$ cat src/hdl/psch_pkg.sv
// shared types and constants for the nonpreemptive priority scheduler
// no dependencies; imported by psch_cell and the top level
package psch_pkg;

    localparam int QUEUE_DEPTH = 16;
    localparam int CNT_W       = $clog2(QUEUE_DEPTH + 1);
    localparam int ID_W        = 16;
    localparam int RUN_W       = 16;
    localparam int PRIO_W      = 8;
    localparam int QCOUNT_W    = 5;

    typedef struct packed {
        logic [ID_W-1:0]   id;
        logic [RUN_W-1:0]  run;
        logic [PRIO_W-1:0] prio;
    } entry_t;

    // per-tick control broadcast to every queue cell
    typedef struct packed {
        logic   tick;     // a tick is processed this cycle
        logic   ins;      // the arrival goes into the queue
        logic   pop;      // the head leaves the queue
        entry_t arrival;
    } cell_ctrl_t;

endpackage

$ cat src/hdl/nonpreemptive_priority_scheduler_core.sv
// top level of the nonpreemptive priority scheduler
// depends on psch_pkg and psch_cell
//
// usage
// - each input transaction on s_* is one scheduler tick, optionally carrying
//   one arriving process (id, run time, priority)
// - each tick yields exactly one result transaction on m_*: finish report,
//   dispatch report, busy flag, queue occupancy and drop flag
// - the ready queue is a row of QUEUE_DEPTH cells kept sorted by ascending
//   priority number, equal priorities in arrival order; insert and pop of the
//   head both happen in the same cycle by shifting between neighbor cells
// - latency: the result of a tick is registered and appears the cycle after
//   the input transaction is taken
// - throughput: one tick per cycle; the next tick is taken while the result
//   register is being emptied, limited only by m_ready
// - when the receiver stalls, the held result blocks s_ready until taken
// - reset (aresetn low, synchronous) empties the queue, idles the processor
//   and drops any pending result; queue slot contents are not cleared
module nonpreemptive_priority_scheduler_core
    import psch_pkg::*;
(
    input  logic                aclk,
    input  logic                aresetn,
    input  logic                s_valid,
    output logic                s_ready,
    input  logic                s_arrive_valid,
    input  logic [ID_W-1:0]     s_arrive_id,
    input  logic [RUN_W-1:0]    s_arrive_run_time,
    input  logic [PRIO_W-1:0]   s_arrive_priority,
    output logic                m_valid,
    input  logic                m_ready,
    output logic                m_finished_valid,
    output logic [ID_W-1:0]     m_finished_id,
    output logic                m_dispatch_valid,
    output logic [ID_W-1:0]     m_dispatch_id,
    output logic                m_busy_res,
    output logic [QCOUNT_W-1:0] m_queue_count,
    output logic                m_dropped
);

    // control state
    logic [CNT_W-1:0] count_reg,  count_next;
    logic             busy_reg,   busy_next;
    logic             m_valid_reg, m_valid_next;

    // processor state
    logic [ID_W-1:0]  running_id_reg,  running_id_next;
    logic [RUN_W-1:0] remaining_reg,   remaining_next;

    // result payload registers
    logic                fin_valid_reg;
    logic [ID_W-1:0]     fin_id_reg;
    logic                dis_valid_reg;
    logic [ID_W-1:0]     dis_id_reg;
    logic                busy_res_reg;
    logic [QCOUNT_W-1:0] qcount_reg;
    logic                dropped_reg;

    logic       tick;
    logic       full;
    logic       ins;
    logic       drop;
    logic       fin;
    logic       busy_mid;
    logic       nonempty;
    logic       pop;
    cell_ctrl_t ctrl;

    entry_t cell_entry     [QUEUE_DEPTH];
    entry_t cell_ins_entry [QUEUE_DEPTH];
    logic   cell_keep      [QUEUE_DEPTH];

    // result register frees up when empty or being taken this cycle
    assign s_ready = !m_valid_reg || m_ready;
    assign tick    = s_valid && s_ready;

    // step 1: insert unless full (a later pop in the same tick does not help)
    assign full = (count_reg == CNT_W'(QUEUE_DEPTH));
    assign ins  = s_arrive_valid && !full;
    assign drop = s_arrive_valid && full;

    // step 2 and 3: run down the current process, zero run time counts as one
    assign fin      = busy_reg && (remaining_reg <= RUN_W'(1));
    assign busy_mid = busy_reg && !fin;

    // step 4: dispatch the head of the queue as it stands after the insert
    assign nonempty = (count_reg != '0) || ins;
    assign pop      = !busy_mid && nonempty;

    always_comb begin
        ctrl.tick         = tick;
        ctrl.ins          = ins;
        ctrl.pop          = pop;
        ctrl.arrival.id   = s_arrive_id;
        ctrl.arrival.run  = s_arrive_run_time;
        ctrl.arrival.prio = s_arrive_priority;
    end

    // sorted queue, slot 0 is the head
    for (genvar i = 0; i < QUEUE_DEPTH; i++) begin : g_cell
        logic   occ;
        logic   left_keep;
        entry_t left_entry;
        entry_t right_ins_entry;

        assign occ = (CNT_W'(i) < count_reg);

        if (i == 0) begin : g_head
            assign left_keep  = 1'b1;
            assign left_entry = '0;
        end else begin : g_body
            assign left_keep  = cell_keep[i-1];
            assign left_entry = cell_entry[i-1];
        end

        if (i == QUEUE_DEPTH - 1) begin : g_tail
            assign right_ins_entry = '0;
        end else begin : g_inner
            assign right_ins_entry = cell_ins_entry[i+1];
        end

        psch_cell u_cell (
            .aclk            (aclk),
            .ctrl            (ctrl),
            .occ             (occ),
            .left_keep       (left_keep),
            .left_entry      (left_entry),
            .right_ins_entry (right_ins_entry),
            .entry           (cell_entry[i]),
            .keep            (cell_keep[i]),
            .ins_entry       (cell_ins_entry[i])
        );
    end

    always_comb begin
        count_next      = count_reg;
        busy_next       = busy_reg;
        running_id_next = running_id_reg;
        remaining_next  = remaining_reg;
        m_valid_next    = m_valid_reg;

        if (m_ready) begin
            m_valid_next = 1'b0;
        end

        if (tick) begin
            m_valid_next = 1'b1;
            count_next   = count_reg + CNT_W'(ins) - CNT_W'(pop);
            if (pop) begin
                busy_next       = 1'b1;
                running_id_next = cell_ins_entry[0].id;
                remaining_next  = cell_ins_entry[0].run;
            end else if (busy_mid) begin
                busy_next      = 1'b1;
                remaining_next = remaining_reg - RUN_W'(1);
            end else begin
                busy_next      = 1'b0;
                remaining_next = '0;
            end
        end
    end

    always_ff @(posedge aclk) begin
        if (!aresetn) begin
            count_reg      <= '0;
            busy_reg       <= 1'b0;
            running_id_reg <= '0;
            remaining_reg  <= '0;
            m_valid_reg    <= 1'b0;
        end else begin
            count_reg      <= count_next;
            busy_reg       <= busy_next;
            running_id_reg <= running_id_next;
            remaining_reg  <= remaining_next;
            m_valid_reg    <= m_valid_next;
        end
    end

    // result payload, loaded once per tick
    always_ff @(posedge aclk) begin
        if (tick) begin
            fin_valid_reg <= fin;
            fin_id_reg    <= fin ? running_id_reg : '0;
            dis_valid_reg <= pop;
            dis_id_reg    <= pop ? cell_ins_entry[0].id : '0;
            busy_res_reg  <= busy_next;
            qcount_reg    <= QCOUNT_W'(count_next);
            dropped_reg   <= drop;
        end
    end

    assign m_valid          = m_valid_reg;
    assign m_finished_valid = fin_valid_reg;
    assign m_finished_id    = fin_id_reg;
    assign m_dispatch_valid = dis_valid_reg;
    assign m_dispatch_id    = dis_id_reg;
    assign m_busy_res       = busy_res_reg;
    assign m_queue_count    = qcount_reg;
    assign m_dropped        = dropped_reg;

    // an idle processor never leaves work waiting in the queue
    a_idle_empty: assert property (@(posedge aclk) disable iff (!aresetn)
        !busy_reg |-> (count_reg == '0))
        else $error("processor idle while queue holds processes");

    // occupancy never exceeds the number of cells
    a_count_bound: assert property (@(posedge aclk) disable iff (!aresetn)
        count_reg <= CNT_W'(QUEUE_DEPTH))
        else $error("queue count beyond depth");

    // a drop is only reported for a tick that found the queue full
    a_drop_full: assert property (@(posedge aclk) disable iff (!aresetn)
        tick && s_arrive_valid && (count_reg != CNT_W'(QUEUE_DEPTH)) |=> !dropped_reg)
        else $error("drop reported with room in queue");

    // a dispatch report always comes with a busy processor
    a_dispatch_busy: assert property (@(posedge aclk) disable iff (!aresetn)
        m_valid && m_dispatch_valid |-> m_busy_res)
        else $error("dispatch reported while idle");

    // a process with time left keeps the processor across a tick
    a_keep_running: assert property (@(posedge aclk) disable iff (!aresetn)
        tick && busy_reg && (remaining_reg > RUN_W'(1)) |=> busy_reg && !fin_valid_reg)
        else $error("running process lost before its time ran out");

endmodule

$ cat src/hdl/psch_cell.sv
// one slot of the shift-register sorted ready queue
// depends on psch_pkg (entry_t, cell_ctrl_t)
module psch_cell
    import psch_pkg::*;
(
    input  logic       aclk,
    input  cell_ctrl_t ctrl,
    input  logic       occ,              // slot holds a queued process
    input  logic       left_keep,        // left neighbor keeps its entry on insert
    input  entry_t     left_entry,       // left neighbor's stored entry
    input  entry_t     right_ins_entry,  // right neighbor's entry after insert
    output entry_t     entry,
    output logic       keep,
    output entry_t     ins_entry
);

    entry_t entry_reg;
    entry_t entry_next;

    // an entry stays put when nothing is inserted or it sorts at or before the arrival
    assign keep = !ctrl.ins || (occ && (entry_reg.prio <= ctrl.arrival.prio));

    always_comb begin
        if (keep) begin
            ins_entry = entry_reg;
        end else if (left_keep) begin
            ins_entry = ctrl.arrival;
        end else begin
            ins_entry = left_entry;
        end
    end

    assign entry_next = ctrl.pop ? right_ins_entry : ins_entry;

    always_ff @(posedge aclk) begin
        if (ctrl.tick) begin
            entry_reg <= entry_next;
        end
    end

    assign entry = entry_reg;

endmodule
$ cat config.mk
export PLATFORM = sky130hd
export DESIGN_NAME = nonpreemptive_priority_scheduler_core
export DESIGN_NICKNAME = d
export VERILOG_FILES = /design/src/hdl/psch_pkg.sv /design/src/hdl/nonpreemptive_priority_scheduler_core.sv /design/src/hdl/psch_cell.sv
export SDC_FILE = /design/constraint.sdc
export NUM_CORES = 2
export LEC_CHECK = 0
export BUFFER_PORTS_ARGS = -buffer_cell sky130_fd_sc_hd__buf_4
export CAP_MARGIN = 30
export CORE_MARGIN = 8
export CORE_UTILIZATION = 50
export DETAILED_ROUTE_END_ITERATION = 6
export PLACE_DENSITY = 0.8
export SYNTH_ARGS = -nofsm -noshare
export SYNTH_HDL_FRONTEND = slang
export SYNTH_SLANG_ARGS = --single-unit
$ cat constraint.sdc
create_clock -name aclk -period 27.5 [get_ports aclk]
set_input_delay 5.5 -clock aclk [delete_from_list [all_inputs] [get_ports aclk]]
set_output_delay 5.5 -clock aclk [all_outputs]
set_load 0.005 [all_outputs]
* Word-level counts from Yosys, hierarchy flattened
Cells that the tools add are included.
** Storage, ports and cells
- Flip-flop bits (word level) :: 720
- Output and inout bits :: 43
** Operators by class
- Order comparisons :: 33
- Equality and inequality tests :: 2
- Multiplexer cells :: 54
- Reductions and logical operators :: 49
- Add/sub/neg operators :: 3
** Operators with widths (count)
- 2-to-1 mux 40 bit :: 46
- <= comparator 8 bit :: 16
- less-than comparator 4 x 5 -> 1 bit, first input constant :: 8
- 2-to-1 mux 16 bit :: 2
- logical AND 1 bit :: 22
- less-than comparator 3 x 5 -> 1 bit, first input constant :: 4
- logical OR 1 bit :: 18
- <= comparator 16 x 1 -> 1 bit, second input constant :: 1
- subtractor 16 x 1 -> 16 bit, second input constant :: 1
- less-than comparator 1 x 5 -> 1 bit, first input constant :: 2
- less-than comparator 2 x 5 -> 1 bit, first input constant :: 2
- adder 5 x 1 -> 5 bit :: 1
- == test 5 bit, second input constant :: 1
- zero test 1 bit :: 5
- 2-to-1 mux 1 bit :: 5
- 2-to-1 mux 5 bit :: 1
- nonzero test 5 bit :: 1
- subtractor 5 x 1 -> 5 bit :: 1
- AND reduction 2 bit :: 2
- inequality test 2 bit, second input constant :: 1
- nonzero test 2 bit :: 1

* Depth between registers and ports, before layout
- Depth after elaboration :: 8
- Gate-level depth with buffers :: 21
- Depth with buffers taken out :: 17

* By module
A second synthesis with hierarchy kept.
** Second synthesis, totals
- Cell total of the unflattened synthesis :: 8054
- Area, all modules :: 65524.1 um2
** By module, submodules not included
- psch_cell at g_cell[1].u_cell ... :: instances 9, cells each 479, area an instance 3848.7 um2
- psch_cell at g_cell[0].u_cell ... :: instances 7, cells each 479, area an instance 3858.7 um2
- nonpreemptive_priority_scheduler_core :: instances 1, cells each 390, area an instance 3875.0 um2

* Worst setup path before layout
No wires, ideal clock.
- Path kind :: in2reg
- Start :: in m_ready
- End :: reg remaining_reg[8]
- Arrival time :: 28.254 ns
- Required time :: 27.375 ns
- Slack :: -0.879 ns
- Setup time :: 0.125 ns
- Stages :: 8
- Path through :: nand2b_1 -> nand2_1 -> inv_1 -> clkbuf_1 -> nand3_1 -> nor3_1 -> xnor2_1 -> o22ai_1
** On the way
- Cells in the longest elaborated chain, start to end :: 2
** RTL lines
- start: declaration :: RTL line nonpreemptive_priority_scheduler_core.sv:31 : input logic m_ready,
- logical OR 1 bit :: RTL line nonpreemptive_priority_scheduler_core.sv:74 : assign s_ready = !m_valid_reg || m_ready;
- logical AND 1 bit :: RTL line nonpreemptive_priority_scheduler_core.sv:75 : assign tick = s_valid && s_ready;
- end signal: assignment :: RTL line nonpreemptive_priority_scheduler_core.sv:174 : remaining_reg <= remaining_next;
- end: declaration :: RTL line nonpreemptive_priority_scheduler_core.sv:48 : logic [RUN_W-1:0] remaining_reg, remaining_next;
Every way passes these cells.
A chain may end at the register's enable or synchronous reset.

* Final worst setup path
- Start :: in m_ready
- End :: out s_ready
** On the way
- Cells in the longest elaborated chain, start to end :: 1
** RTL lines
- logical OR 1 bit :: RTL line nonpreemptive_priority_scheduler_core.sv:74
- end: declaration :: RTL line nonpreemptive_priority_scheduler_core.sv:25 : output logic s_ready,
Every way passes these cells.

==> impl_metrics.yaml <==
run_status:
  status: "completed"
clocking:
  cts-root-buf: "clkbuf_16"
  ctsHoldBuffers: 0
  post_cts_resized: 0
  cts.htree.levels: 3
  cts.sinks: 720
  cts.clk_slew.worst_paths_ns: 0.07
  clockBufferDepth: 3
  postCtsSetupRepairBufs: 0
  cts_tree: "yes"
  clk_latency_ns: 0.66
  cts_buffers: 79
synth:
  ys.flop_type: "edfxtp_1"
  synth_area_leaders: "edfxtp_1 44%, mux2i_1 7.5%, o21ai_0 5.7%"
  netlist_area_um2: 46200
  synth_nets: 4830
  ys_ff_latch: 720
  synth_cell_types: 75
  avgSynthCellArea_um2: 9.95
  syn_inst: 4642
  synth.largest_area_cell: "edfxtp_1"
  synth.yosys.seq_area_share_pct: 46.0
  synth_edf_count: 681
  synth_top_area_share_pct: 44.3
  synthArstFlopShare_pct: 0
  ys_warn_count: 0
timing:
  fmax_ghz: 0.0876
  tns_ns: 0
  slew_headroom_pct: 26.5
  clock_skew_ns: 0.0368
  layout_min_cycle_time_ns: 11.41
  hold_viol_final: 0
  finalCritPeriodShare_pct: 41.5
  worst_slack_ns: 16.09
  rsz0062_at_grt: "false"
  worstMarginPinSlew_ns: 1.07
  finalSetupViolCount: 0
  slew_violations: 0
placed_design:
  io_buffer_count: 87
  dp_cells: 5571
  place_ws_ns: 16.08
  place_hpwl_um: 74700
  finalWeightedCongestion: 0.876
global_route:
  antenna_found_initial: 6
  grt_overflow: 0
  grt_first_pass_wirelength_um: 198000
  grt_max_degree: 179
  grt_pass1_vias: 36200
  globalRouteTotalUtil_pct: 23.3
drt:
  first_pass_iters: 6
  wl_um: 125000
  num_vias: 37400
  drtAntennaViolNets: 0
  vias_per_cell: 6.53
  wire_per_inst_um: 21.8
  drt_iter0_drc: 4370
  drc: 0
die:
  chipHeight_um: 320
  die-area_um2: 102000
  core_um2: 91700
  die_w_um: 320
  ioPinCount: 88
  std_cell_rows: 111
  initial_utilization_pct: 50.4
run:
  maxCapViolCount: 0
finish:
  largest_register_ffs: 640
  final_nets: 4656
  layout_common_cells: "681 x edfxtp_1, 566 x nor2_1, 526 x o21ai_0"
  final_cell_count_no_fill: 5720
  drive_above_1_share_pct: 10.6
  areaGrowthSynthToFinish_pct: 8.47
  final_common_cell: "edfxtp_1"
worst_setup_path:
  cp-end-kind: "primary output"
  start_kind: "input port"
  path_max_fanout: 3
  arrival_ns: 5.91
  cp.required_ns: 22.00
  worstSetupPathType: "input port to primary output"
worst_hold_path:
  hp-class: "flip-flop to flip-flop"
-- synthesized netlist by cell type (all sizes together) (42+ instances only) --
cell type / instances
nor2: 572
a211oi: 47
o2bb2ai: 204
a22o: 48
buf: 153
nand2: 357
a21oi: 323
o21ai: 535
mux2: 234
o22ai: 133
and3: 85
a21o: 77
clkbuf: 262
mux2i: 345
edfxtp: 681
ha: 142
a211o: 42
-- area by class of cell --
type                       instances  area (µm²)
fill                            7716       41600
multi-input combinational       3465       23100
sequential                       720       21200
clock buffer                      96        2100
tap                             1186        1480
timing repair buffer             160        1380
clock inverter                    47         631
inverter                          42         181
antenna                            4        10.0
-- through the flow --
step / hold WS, ns / area (µm²) / utilization, %
2_1_floorplan: 0.494 / 46200 / -
3_3_place_gp: 0.513 / 47200 / 51.4
3_5_place_dp: 0.521 / 47300 / 51.6
4_1_cts: 0.537 / 50100 / 54.6
5_1_grt: 0.561 / 50100 / 54.7
6_report: 0.535 / 50100 / 54.7
-- path summary, 6_finish.rpt --
path	startpoint	endpoint	slack, ns	depth (start not counted)
hold reg to reg	m_valid$_SDFFE_PN0P_	m_valid$_SDFFE_PN0P_	0.54	2
setup / recovery	m_ready	s_ready	16.09	3
hold / removal	m_valid$_SDFFE_PN0P_	m_valid$_SDFFE_PN0P_	0.54	2
setup reg to reg	count_reg[2]$_SDFF_PN0_	g_cell[4].u_cell.entry[2]$_DFFE_PP_	21.73	9
-- cells by family (layout without fill, tap and decap cells) --
group	count (synthesis)	count (layout)	share of synthesized area [%]
flip-flops	720	720	46.0
other	0	4	0
adder cells (fa/ha/maj)	143	143	3.89
AO/OA/AOI/OAI	1558	1558	21.3
buffers and inverters	457	345	4.54
AND/OR/NAND/NOR	1170	1170	10.8
multiplexers	579	579	13.2
XOR/XNOR	15	15	0.284
-- layer usage --
metal	vias to the layer above	wire [µm]	share of wire [%]	global-route usage (%)
met4	4	3860	3.1	8.51
li1	17200	-	-	-
met1	18000	49900	40	30.5
met2	1895	58100	46	38.2
met5	-	23	0.018	0
met3	289	13100	10	4.82
-- critical path, cell delays in order --
cell and delay [ns]:
buf_4 0.10, nand2b_1 0.16, buf_4 0.15
Power is not shown: default switching activity piles up to over one toggle a cycle in this logic, so the estimate is an artifact.
